--- src/hw/rtl/wpc_pkg.sv ---
// Package for the wildcard pattern compare core: types, character codes and helpers.
// Used by wpc_cell, wpc_prefix and wildcard_pattern_compare_core. No dependencies.
`timescale 1ns / 1ps
`default_nettype none

package wpc_pkg;

  // Pattern store depth, one cell per stored byte
  localparam int unsigned PATTERN_DEPTH = 64;
  // Active-position vector spans every body position plus the one past the end
  localparam int unsigned NFA_W = PATTERN_DEPTH + 1;

  // Input transaction codes
  typedef enum logic [1:0] {
    FUNC_CLEAR   = 2'd0,
    FUNC_APPEND  = 2'd1,
    FUNC_SUBJECT = 2'd2,
    FUNC_END     = 2'd3
  } func_e;

  // Compare modes chosen by the pattern prefix
  typedef enum logic [2:0] {
    MODE_EQ = 3'd0,
    MODE_NE = 3'd1,
    MODE_LT = 3'd2,
    MODE_GT = 3'd3,
    MODE_LE = 3'd4,
    MODE_GE = 3'd5,
    MODE_RX = 3'd6
  } mode_e;

  // Lexicographic ordering so far
  typedef enum logic [1:0] {
    ORD_EQUAL   = 2'd0,
    ORD_LESS    = 2'd1,
    ORD_GREATER = 2'd2
  } order_e;

  typedef enum logic [1:0] {
    STATUS_OK       = 2'd0,
    STATUS_OVERFLOW = 2'd1,
    STATUS_REGEX    = 2'd2
  } status_e;

  // Character codes
  localparam logic [7:0] CHR_STAR      = 8'h2A;
  localparam logic [7:0] CHR_QUESTION  = 8'h3F;
  localparam logic [7:0] CHR_CARET     = 8'h5E;
  localparam logic [7:0] CHR_PERCENT   = 8'h25;
  localparam logic [7:0] CHR_GREATER   = 8'h3E;
  localparam logic [7:0] CHR_LESS      = 8'h3C;
  localparam logic [7:0] CHR_EQUALS    = 8'h3D;
  localparam logic [7:0] CHR_BANG      = 8'h21;
  localparam logic [7:0] CHR_BACKSLASH = 8'h5C;
  localparam logic [7:0] CHR_LOWER_A   = 8'h61;
  localparam logic [7:0] CHR_LOWER_Z   = 8'h7A;
  localparam logic [7:0] CASE_OFFSET   = 8'h20;

  typedef struct packed {
    func_e      func;
    logic [7:0] data_byte;
  } in_item_t;

  typedef struct packed {
    logic    match;
    status_e status;
  } out_item_t;

  // Decoded pattern prefix
  typedef struct packed {
    mode_e      mode;
    logic       fold_case;
    logic [1:0] body_start;
  } prefix_t;

  // Broadcast from the top level to every cell
  typedef struct packed {
    logic       clear;
    logic       append;
    logic       step;
    logic       fresh;
    logic       fold_case;
    logic [7:0] wr_byte;
    logic [7:0] subj_char;
  } cell_ctrl_t;

  // Per-cell results gathered by the top level and the next cell
  typedef struct packed {
    logic valid;
    logic star;
    logic act;
    logic keep;
    logic adv;
    logic tok;
    logic tokv;
    logic lt;
    logic gt;
  } cell_out_t;

  // ASCII upper-case folding when enabled
  function automatic logic [7:0] fold_char(input logic [7:0] c, input logic en);
    logic [7:0] r;
    r = c;
    if (en && (c >= CHR_LOWER_A) && (c <= CHR_LOWER_Z)) begin
      r = c - CASE_OFFSET;
    end
    return r;
  endfunction

endpackage

`default_nettype wire

--- src/hw/rtl/wpc_cell.sv ---
// One pattern cell: a stored byte, its fill bit, one glob position bit and one
// ordering token bit. Depends on wpc_pkg.
`timescale 1ns / 1ps
`default_nettype none

module wpc_cell (
  input  wire                 clk_i,
  input  wire                 rst_ni,
  input  wpc_pkg::cell_ctrl_t ctrl_i,
  input  wire                 prev_valid_i,
  input  wire                 prev_adv_i,
  input  wire                 prev_tok_i,
  input  wire                 start_i,
  input  wire                 cl_i,
  output logic [7:0]          byte_o,
  output wpc_pkg::cell_out_t  out_o
);

  logic       valid_q, valid_d;
  logic [7:0] byte_q, byte_d;
  logic       act_q, act_d;
  logic       tok_q, tok_d;
  logic [7:0] pc;
  logic       act_eff, tok_eff, star, hit, wr_en;

  // Local view of the stored byte and the live position bits
  always_comb begin
    pc      = wpc_pkg::fold_char(byte_q, ctrl_i.fold_case);
    star    = valid_q && (byte_q == wpc_pkg::CHR_STAR);
    act_eff = ctrl_i.fresh ? start_i : act_q;
    tok_eff = ctrl_i.fresh ? start_i : tok_q;
    hit     = (pc == wpc_pkg::CHR_QUESTION) || (pc == ctrl_i.subj_char);
    wr_en   = ctrl_i.append && !valid_q && prev_valid_i;
  end

  // Results to the top level and the next cell
  always_comb begin
    out_o.valid = valid_q;
    out_o.star  = star;
    out_o.act   = act_eff;
    out_o.keep  = cl_i && star;
    out_o.adv   = cl_i && valid_q && !star && hit;
    out_o.tok   = tok_eff;
    out_o.tokv  = tok_eff && valid_q;
    out_o.lt    = tok_eff && valid_q && (ctrl_i.subj_char < pc);
    out_o.gt    = tok_eff && valid_q && (ctrl_i.subj_char > pc);
  end

  assign byte_o = byte_q;

  // Next state: clear or fill on the first free cell, shift positions on a subject byte
  always_comb begin
    valid_d = valid_q;
    byte_d  = byte_q;
    act_d   = act_q;
    tok_d   = tok_q;
    if (ctrl_i.clear) begin
      valid_d = 1'b0;
    end else if (wr_en) begin
      valid_d = 1'b1;
      byte_d  = ctrl_i.wr_byte;
    end
    if (ctrl_i.step) begin
      act_d = out_o.keep || prev_adv_i;
      tok_d = prev_tok_i;
    end
  end

  always_ff @(posedge clk_i or negedge rst_ni) begin
    if (!rst_ni) begin
      valid_q <= 1'b0;
      act_q   <= 1'b0;
      tok_q   <= 1'b0;
    end else begin
      valid_q <= valid_d;
      act_q   <= act_d;
      tok_q   <= tok_d;
    end
  end

  // Pattern byte, meaningful only while valid
  always_ff @(posedge clk_i) begin
    byte_q <= byte_d;
  end

endmodule

`default_nettype wire

--- src/hw/rtl/wpc_prefix.sv ---
// Operator prefix decoder: compare mode, case folding and body start from the
// first three pattern bytes. Depends on wpc_pkg.
`timescale 1ns / 1ps
`default_nettype none

module wpc_prefix (
  input  wire  [7:0]       b0_i,
  input  wire  [7:0]       b1_i,
  input  wire  [7:0]       b2_i,
  input  wire  [2:0]       v_i,
  output wpc_pkg::prefix_t prefix_o
);

  wpc_pkg::mode_e mode;
  logic [1:0]     phase;
  logic           caret;
  logic           is_eq1, is_gt1, is_lt1;

  // Second-byte tests, an absent byte matches nothing
  always_comb begin
    is_eq1 = v_i[1] && (b1_i == wpc_pkg::CHR_EQUALS);
    is_gt1 = v_i[1] && (b1_i == wpc_pkg::CHR_GREATER);
    is_lt1 = v_i[1] && (b1_i == wpc_pkg::CHR_LESS);
  end

  // Operator table
  always_comb begin
    mode  = wpc_pkg::MODE_EQ;
    phase = 2'd0;
    if (v_i[0]) begin
      case (b0_i)
        wpc_pkg::CHR_PERCENT: begin
          mode  = wpc_pkg::MODE_RX;
          phase = 2'd1;
        end
        wpc_pkg::CHR_GREATER: begin
          mode  = is_eq1 ? wpc_pkg::MODE_GE : wpc_pkg::MODE_GT;
          phase = is_eq1 ? 2'd2 : 2'd1;
        end
        wpc_pkg::CHR_LESS: begin
          if (is_eq1) begin
            mode  = wpc_pkg::MODE_LE;
            phase = 2'd2;
          end else if (is_gt1) begin
            mode  = wpc_pkg::MODE_NE;
            phase = 2'd2;
          end else begin
            mode  = wpc_pkg::MODE_LT;
            phase = 2'd1;
          end
        end
        wpc_pkg::CHR_EQUALS: begin
          if (is_eq1) begin
            mode  = wpc_pkg::MODE_EQ;
            phase = 2'd2;
          end else if (is_gt1) begin
            mode  = wpc_pkg::MODE_LE;
            phase = 2'd2;
          end else if (is_lt1) begin
            mode  = wpc_pkg::MODE_GE;
            phase = 2'd2;
          end else begin
            mode  = wpc_pkg::MODE_EQ;
            phase = 2'd1;
          end
        end
        wpc_pkg::CHR_BANG: begin
          mode  = wpc_pkg::MODE_NE;
          phase = is_eq1 ? 2'd2 : 2'd1;
        end
        wpc_pkg::CHR_BACKSLASH: begin
          mode  = wpc_pkg::MODE_EQ;
          phase = 2'd1;
        end
        default: begin
          mode  = wpc_pkg::MODE_EQ;
          phase = 2'd0;
        end
      endcase
    end
  end

  // Caret straight after the operator turns on folding, except in regex mode
  always_comb begin
    case (phase)
      2'd0:    caret = v_i[0] && (b0_i == wpc_pkg::CHR_CARET);
      2'd1:    caret = v_i[1] && (b1_i == wpc_pkg::CHR_CARET);
      2'd2:    caret = v_i[2] && (b2_i == wpc_pkg::CHR_CARET);
      default: caret = 1'b0;
    endcase
    if (mode == wpc_pkg::MODE_RX) begin
      caret = 1'b0;
    end
    prefix_o.mode       = mode;
    prefix_o.fold_case  = caret;
    prefix_o.body_start = caret ? (phase + 2'd1) : phase;
  end

endmodule

`default_nettype wire

--- src/hw/rtl/wildcard_pattern_compare_core.sv ---
// Top level of the wildcard pattern compare core: cell chain, star closure,
// ordering state and output register. Depends on wpc_pkg, wpc_cell, wpc_prefix.
//
//   port group   dir  payload             handshake
//   in           in   wpc_pkg::in_item_t  in_valid_i / in_stall_o
//   out          out  wpc_pkg::out_item_t out_valid_o / out_stall_i
//
// One transaction per cycle on the input while it is not stalled, every function
// code alike; the result of an end-of-subject item sits in the output register in the next cycle.
// The critical path is the star closure: one add across the active-position
// vector, then the per-cell next-position logic.
// The input stalls only while a result is held and the output is stalled.
// Reset is asynchronous and leaves an empty pattern in equal mode.
`timescale 1ns / 1ps
`default_nettype none

module wildcard_pattern_compare_core (
  input  wire                 clk_i,
  input  wire                 rst_ni,
  input  wire                 in_valid_i,
  output logic                in_stall_o,
  input  wpc_pkg::in_item_t   in_data_i,
  output logic                out_valid_o,
  input  wire                 out_stall_i,
  output wpc_pkg::out_item_t  out_data_o
);

  localparam int unsigned Depth = wpc_pkg::PATTERN_DEPTH;
  localparam int unsigned NfaW  = wpc_pkg::NFA_W;

  logic                 in_acc, is_clear, is_append, is_step, is_end;
  logic                 fresh_q, fresh_d;
  logic                 overflow_q, overflow_d;
  wpc_pkg::order_e      order_q, order_d, ord_eff, ord_fin;
  logic                 act_tail_q, act_tail_d, tok_tail_q, tok_tail_d;
  logic                 act_tail_eff, tok_tail_eff;
  logic                 out_valid_q, out_valid_d;
  wpc_pkg::out_item_t   out_data_q, out_data_d;
  wpc_pkg::prefix_t     pre;
  wpc_pkg::cell_ctrl_t  ctrl;
  wpc_pkg::cell_out_t   co [Depth];
  logic [7:0]           cbyte [Depth];
  logic [NfaW-1:0]      valid_v, star_v, act_v, carry_v, cl_v, end_oh, start_oh;
  logic [NfaW:0]        csum, valid_ext;
  logic [Depth-1:0]     tokv_v, lt_v, gt_v;
  logic                 glob, tokv_any, lt_any, gt_any, res_match;
  wpc_pkg::status_e     res_status;

  // Input decode
  always_comb begin
    in_acc    = in_valid_i && !in_stall_o;
    is_clear  = in_acc && (in_data_i.func == wpc_pkg::FUNC_CLEAR);
    is_append = in_acc && (in_data_i.func == wpc_pkg::FUNC_APPEND);
    is_step   = in_acc && (in_data_i.func == wpc_pkg::FUNC_SUBJECT);
    is_end    = in_acc && (in_data_i.func == wpc_pkg::FUNC_END);
  end

  assign in_stall_o = out_valid_q && out_stall_i;

  // Prefix from the first three cells
  wpc_prefix u_prefix (
    .b0_i     (cbyte[0]),
    .b1_i     (cbyte[1]),
    .b2_i     (cbyte[2]),
    .v_i      ({co[2].valid, co[1].valid, co[0].valid}),
    .prefix_o (pre)
  );

  // Broadcast to the cells
  always_comb begin
    ctrl.clear     = is_clear;
    ctrl.append    = is_append;
    ctrl.step      = is_step;
    ctrl.fresh     = fresh_q;
    ctrl.fold_case = pre.fold_case;
    ctrl.wr_byte   = in_data_i.data_byte;
    ctrl.subj_char = wpc_pkg::fold_char(in_data_i.data_byte, pre.fold_case);
  end

  assign start_oh = NfaW'(1) << pre.body_start;

  // Cell chain
  for (genvar k = 0; k < Depth; k++) begin : g_cell
    logic prev_valid, prev_adv, prev_tok;
    if (k == 0) begin : g_head
      assign prev_valid = 1'b1;
      assign prev_adv   = 1'b0;
      assign prev_tok   = 1'b0;
    end else begin : g_link
      assign prev_valid = co[k-1].valid;
      assign prev_adv   = co[k-1].adv;
      assign prev_tok   = co[k-1].tok;
    end

    wpc_cell u_cell (
      .clk_i        (clk_i),
      .rst_ni       (rst_ni),
      .ctrl_i       (ctrl),
      .prev_valid_i (prev_valid),
      .prev_adv_i   (prev_adv),
      .prev_tok_i   (prev_tok),
      .start_i      (start_oh[k]),
      .cl_i         (cl_v[k]),
      .byte_o       (cbyte[k]),
      .out_o        (co[k])
    );
  end

  // Gather the cell flags, plus the position one past the last cell
  always_comb begin
    for (int k = 0; k < Depth; k++) begin
      valid_v[k] = co[k].valid;
      star_v[k]  = co[k].star;
      act_v[k]   = co[k].act;
      tokv_v[k]  = co[k].tokv;
      lt_v[k]    = co[k].lt;
      gt_v[k]    = co[k].gt;
    end
    act_tail_eff   = fresh_q ? start_oh[Depth] : act_tail_q;
    tok_tail_eff   = fresh_q ? start_oh[Depth] : tok_tail_q;
    valid_v[Depth] = 1'b0;
    star_v[Depth]  = 1'b0;
    act_v[Depth]   = act_tail_eff;
  end

  // Star closure: runs of stars behave as a carry chain
  always_comb begin
    csum    = {1'b0, star_v} + {1'b0, act_v & star_v};
    carry_v = csum[NfaW-1:0] ^ star_v ^ (act_v & star_v);
    cl_v    = act_v | carry_v;
  end

  // Glob hit at the first empty cell, ordering flags from the token cell
  always_comb begin
    valid_ext = {valid_v, 1'b1};
    end_oh    = valid_ext[NfaW-1:0] & ~valid_v;
    glob      = |(cl_v & end_oh);
    tokv_any  = |tokv_v;
    lt_any    = |lt_v;
    gt_any    = |gt_v;
  end

  // Ordering state
  always_comb begin
    ord_eff = fresh_q ? wpc_pkg::ORD_EQUAL : order_q;
    order_d = order_q;
    if (is_step) begin
      order_d = ord_eff;
      if (ord_eff == wpc_pkg::ORD_EQUAL) begin
        if (lt_any) begin
          order_d = wpc_pkg::ORD_LESS;
        end else if (gt_any || !tokv_any) begin
          order_d = wpc_pkg::ORD_GREATER;
        end
      end
    end
    ord_fin = ((ord_eff == wpc_pkg::ORD_EQUAL) && tokv_any) ? wpc_pkg::ORD_LESS : ord_eff;
  end

  // Result of an end-of-subject transaction
  always_comb begin
    res_match  = 1'b0;
    res_status = wpc_pkg::STATUS_OK;
    if (overflow_q) begin
      res_status = wpc_pkg::STATUS_OVERFLOW;
    end else if (pre.mode == wpc_pkg::MODE_RX) begin
      res_status = wpc_pkg::STATUS_REGEX;
    end else begin
      case (pre.mode)
        wpc_pkg::MODE_EQ: res_match = glob;
        wpc_pkg::MODE_NE: res_match = !glob;
        wpc_pkg::MODE_LT: res_match = (ord_fin == wpc_pkg::ORD_LESS);
        wpc_pkg::MODE_GT: res_match = (ord_fin == wpc_pkg::ORD_GREATER);
        wpc_pkg::MODE_LE: res_match = (ord_fin != wpc_pkg::ORD_GREATER);
        default:          res_match = (ord_fin != wpc_pkg::ORD_LESS);
      endcase
    end
  end

  // Control next state
  always_comb begin
    fresh_d    = fresh_q;
    overflow_d = overflow_q;
    act_tail_d = act_tail_q;
    tok_tail_d = tok_tail_q;
    if (is_clear || is_append || is_end) begin
      fresh_d = 1'b1;
    end else if (is_step) begin
      fresh_d    = 1'b0;
      act_tail_d = co[Depth-1].adv;
      tok_tail_d = tok_tail_eff || co[Depth-1].tok;
    end
    if (is_clear) begin
      overflow_d = 1'b0;
    end else if (is_append && valid_v[Depth-1]) begin
      overflow_d = 1'b1;
    end
  end

  // Output register
  always_comb begin
    out_valid_d = out_valid_q;
    out_data_d  = out_data_q;
    if (is_end) begin
      out_valid_d      = 1'b1;
      out_data_d.match  = res_match;
      out_data_d.status = res_status;
    end else if (!out_stall_i) begin
      out_valid_d = 1'b0;
    end
  end

  always_ff @(posedge clk_i or negedge rst_ni) begin
    if (!rst_ni) begin
      fresh_q     <= 1'b1;
      overflow_q  <= 1'b0;
      order_q     <= wpc_pkg::ORD_EQUAL;
      act_tail_q  <= 1'b0;
      tok_tail_q  <= 1'b0;
      out_valid_q <= 1'b0;
    end else begin
      fresh_q     <= fresh_d;
      overflow_q  <= overflow_d;
      order_q     <= order_d;
      act_tail_q  <= act_tail_d;
      tok_tail_q  <= tok_tail_d;
      out_valid_q <= out_valid_d;
    end
  end

  always_ff @(posedge clk_i) begin
    out_data_q <= out_data_d;
  end

  assign out_valid_o = out_valid_q;
  assign out_data_o  = out_data_q;

endmodule

`default_nettype wire

--- config.mk ---
export PLATFORM = sky130hd
export DESIGN_NAME = wildcard_pattern_compare_core
export DESIGN_NICKNAME = d
export VERILOG_FILES = /design/src/hw/rtl/wpc_pkg.sv /design/src/hw/rtl/wpc_cell.sv /design/src/hw/rtl/wpc_prefix.sv /design/src/hw/rtl/wildcard_pattern_compare_core.sv
export SDC_FILE = /design/constraint.sdc
export NUM_CORES = 2
export LEC_CHECK = 0
export BUFFER_PORTS_ARGS = -buffer_cell sky130_fd_sc_hd__buf_4
export CORE_UTILIZATION = 25
export DETAILED_ROUTE_END_ITERATION = 16
export PLACE_DENSITY_LB_ADDON = 0.1
export SLEW_MARGIN = 0
export SYNTH_ARGS = -nofsm -noshare
export SYNTH_HDL_FRONTEND = slang
export SYNTH_SLANG_ARGS = --single-unit
--- constraint.sdc ---
create_clock -name clk_i -period 11.5 [get_ports clk_i]
set_clock_uncertainty 0.2 [all_clocks]
set_input_delay 2.3 -clock clk_i [delete_from_list [all_inputs] [get_ports clk_i]]
set_output_delay 2.3 -clock clk_i [all_outputs]
set_load 0.02 [all_outputs]
==> flow_summary.yaml <==
run_status:
  run_status: "finished clean"
synthesis:
  synth_top_family_by_area: "simple AND/OR/NAND/NOR gates"
  synthTopCellsByArea: "sky130_fd_sc_hd__edfxtp_1 29%, sky130_fd_sc_hd__ha_1 14%, sky130_fd_sc_hd__dfrtp_1 9.2%"
  ys_types: 121
  synth_cells: 6032
  synth_top_cell_by_area: "sky130_fd_sc_hd__edfxtp_1"
  synthSimpleGateAreaFrac_pct: 26.53
  dominantRegCellSynth: "sky130_fd_sc_hd__edfxtp_1"
  synth.ff_latch_count: 712
  synth_sequential_area_ratio_pct: 38.23
  post_synth.cell_area_avg_um2: 8.844
  yosys.area.top_type_share_pct: 28.99
  synthArstFlopShare_pct: 27.67
  post-synth-top-count-cell: "sky130_fd_sc_hd__nand2_1"
  yosys_warnings: 0
  synth-compound-area-share_pct: 17.19
  synthAdderAreaFrac_pct: 13.63
  yosys-mux-area-fraction_pct: 0.05864
  synth-edff-count: 515
  synth.cells.most_frequent: "603 x sky130_fd_sc_hd__nand2_1, 581 x sky130_fd_sc_hd__ha_1, 559 x sky130_fd_sc_hd__nor2_1, 515 x sky130_fd_sc_hd__edfxtp_1, 440 x sky130_fd_sc_hd__inv_1"
  synth_xor_xnor_area_share_pct: 0.01642
  mapped_nets: 6627
  combined_area_of_all_synthesized_cells_um2: 53350
timing:
  finalHoldViolations: 0
  slew_headroom_pct: 6.006
  pins_over_their_slew_limit: 0
  timing.setup.tns_ps: 0
  grt_setup_unrepaired: "no"
  fraction_of_the_cycle_the_final_worst_path_needs_pct: 85.48
  tightest_slew_ps: 1401
  setup_viol: 0
  achievable-frequency_mhz: 101.7
  finalCriticalPeriod_ps: 9830
cts:
  hold_buffers: 0
  cts_sinks: 712
  cts.clk_slew.worst_paths_ps: 60
  cts_resized: 0
  clock_latency_ps: 780
  cts_setup_buffers: 0
  cts.path.max_buffers: 3
  cts_made_buffers: 94
  cts_root_buf: "sky130_fd_sc_hd__clkbuf_16"
  cts_tree: "yes"
  maximum_level_of_the_cts_h_tree: 3
floorplan:
  ioPinCount: 19
  dieWidth_um: 463.9
  core_area_um2: 212100
  std_cell_rows: 169
  die_area_um2: 215200
  die_h_um: 463.9
  start_util_pct: 25.15
placed_design:
  port_buffers: 18
  place.detailed.hpwl_mm: 229.1
  place_congestion: 1.054
final_layout:
  nets: 6749
  syn2layout_area_growth_pct: 14.46
  finish.utilization_pct: 28.79
  post_route_cells_drive_above_1_share_pct: 6.913
setup_path:
  arrival_worst_endpoint_ps: 10310
  critical_path.endpoint_type: "register"
  worstPathRequired_ps: 11980
  criticalPathCategory: "register to register"
  setup.worst_path.start_class: "register"
  worstPathBufferInverterCount: 3
  critPathMaxFanout: 30
  critical-path-top-delay-family: "simple AND/OR/NAND/NOR gates"
  cpMaxStageDelayCell: "sky130_fd_sc_hd__o21ai_0"
  cp_common_cell: "sky130_fd_sc_hd__nor4_1"
  critPathMaxStageDelay_ps: 920
global_route:
  initial_antenna_violation_count: 23
  grt_pass1_vias: 48724
  grt_start_max_net_pins: 79
  grt_use_total_pct: 26.45
  total_congestion_overflow: 0
  grt_first_pass_wirelength_mm: 399.7
pwr:
  pwr_density_cell_nw_per_um2: 116.3
  power.static_leakage_nw: 23.98
  power.total_w: 0.007102
  worst_ir_drop_vdd_mv: 0.1185
route:
  route.final.wire_length_mm: 292.1
  detailedRoute.firstPassIterationCount: 8
  post_drt_via_cell_ratio: 5.636
  vias: 51104
  avgRoutedWirePerCell_um: 32.21
  detail-route-antenna-nets: 0
  drt_iter0_markers: 5467
  drc_errors: 0
job:
  drv.max_cap_violation_count: 0
hold_path:
  min-delay-path-class: "register to register"
## per-layer routing
metal	part of all wire [%]	GRT usage [%]	up-vias	wire length [um]
met1	45	36.17	25840	131700
met4	4.1	9.735	12	11860
met5	0.025	0	-	73
met2	44	41.53	1922	129400
li1	-	-	22927	-
met3	6.5	4.481	403	19070
## worst register-to-register path, delay by kind of cell (launching register included)
| kind | cells | cell delay, ps |
|---|---|---|
| DFF | 1 | 580 |
| AOI/OAI and AO/OA | 8 | 2920 |
| buffers and inverters | 3 | 1620 |
| adders and majority gates | 2 | 590 |
| and+or+nand+nor | 14 | 3850 |
## placed cells by master (no fill, tap or decap), types with 19 or more instances in the layout
cell and count:
sky130_fd_sc_hd__or3_1 65, sky130_fd_sc_hd__nor3b_1 26, sky130_fd_sc_hd__and3_1 79, sky130_fd_sc_hd__a22oi_1 27, sky130_fd_sc_hd__o211ai_1 31, sky130_fd_sc_hd__o2111ai_1 24, sky130_fd_sc_hd__nor2b_1 163, sky130_fd_sc_hd__nand2b_1 180
sky130_fd_sc_hd__a21oi_1 361, sky130_fd_sc_hd__buf_4 158, sky130_fd_sc_hd__nor3_1 207, sky130_fd_sc_hd__a21o_1 121, sky130_fd_sc_hd__nor4_1 105, sky130_fd_sc_hd__ha_1 581, sky130_fd_sc_hd__or4_1 42, sky130_fd_sc_hd__nand2_1 601
sky130_fd_sc_hd__o21a_1 41, sky130_fd_sc_hd__a41oi_1 41, sky130_fd_sc_hd__nor2_1 556, sky130_fd_sc_hd__o21ai_0 366, sky130_fd_sc_hd__dfrtp_1 196, sky130_fd_sc_hd__a211oi_1 25, sky130_fd_sc_hd__clkbuf_16 96, sky130_fd_sc_hd__nand3_1 282
sky130_fd_sc_hd__or2_2 20, sky130_fd_sc_hd__nand4_1 230, sky130_fd_sc_hd__o22ai_1 42, sky130_fd_sc_hd__o31ai_1 23, sky130_fd_sc_hd__edfxtp_1 515, sky130_fd_sc_hd__inv_1 439, sky130_fd_sc_hd__and2_1 19, sky130_fd_sc_hd__a31oi_1 65
sky130_fd_sc_hd__clkbuf_1 20
## where the power goes
part           internal, W  leakage [nW]  switching, W
Sequential         0.00284          7.28      0.000146
Clock              0.00194          1.60       0.00129
Combinational     0.000249          15.1      0.000640
## cells by family (layout without fill, tap and decap cells)
| family | count (synthesis) | count (layout) |
|---|---|---|
| xor+xnor | 1 | 1 |
| compound gates | 1415 | 1415 |
| simple gates | 2735 | 2735 |
| fa+ha+maj | 581 | 581 |
| flops | 712 | 712 |
| other cells | 0 | 12 |
| buf+inv | 585 | 788 |
| mux | 3 | 3 |
## final timing paths
check / startpoint / to / slack [ps] / depth (start not counted)
min in group asynchronous: rst_ni / g_cell[5].u_cell.valid_q$_DFFE_PN0P_ / 1280 / 1
hold / removal: g_cell[63].u_cell.tok_q$_DFFE_PN0P_ / g_cell[63].u_cell.tok_q$_DFFE_PN0P_ / 290 / 2
hold reg to reg: g_cell[63].u_cell.tok_q$_DFFE_PN0P_ / g_cell[63].u_cell.tok_q$_DFFE_PN0P_ / 290 / 2
setup / recovery: g_cell[0].u_cell.byte_o[4]$_DFFE_PP_ / order_q[1]$_DFFE_PN0P_ / 1670 / 27
setup reg to reg: g_cell[0].u_cell.byte_o[4]$_DFFE_PP_ / order_q[1]$_DFFE_PN0P_ / 1670 / 27
max in group asynchronous: rst_ni / g_cell[26].u_cell.valid_q$_DFFE_PN0P_ / 7630 / 3
## registers in the layout (all words and copies together), names as in the netlist
name and flops:
act_tail_q 1, fresh_q 1, g_cell.u_cell.act_q 64, g_cell.u_cell.byte_o 512, g_cell.u_cell.tok_q 63, g_cell.u_cell.valid_q 64, order_q 2, out_data_o 3
out_valid_o 1, overflow_q 1
## through the flow
step	std cells	hold slack [ps]	cell area, um2	worst slack [ps]
2_1_floorplan	6032	243.2	53350	2200
3_3_place_gp	8877	265.1	57700	1862
3_5_place_dp	8879	276.9	57730	1760
4_1_cts	9056	292.0	61030	1719
5_1_grt	9058	326.1	61030	1171
6_report	9068	293.5	61060	1670
## layout make-up
type                    instances  area (um2)
repair buffers                169        1356
clock inverters                50       670.6
multi-input cells            4735       30780
fillers                     22369      151000
clock buffers                 127        2629
inverters                     442        1667
flip-flops and latches        712       20400
well taps                    2821        3530
diodes                         12       30.03
Power figures use the tool's default switching activity.
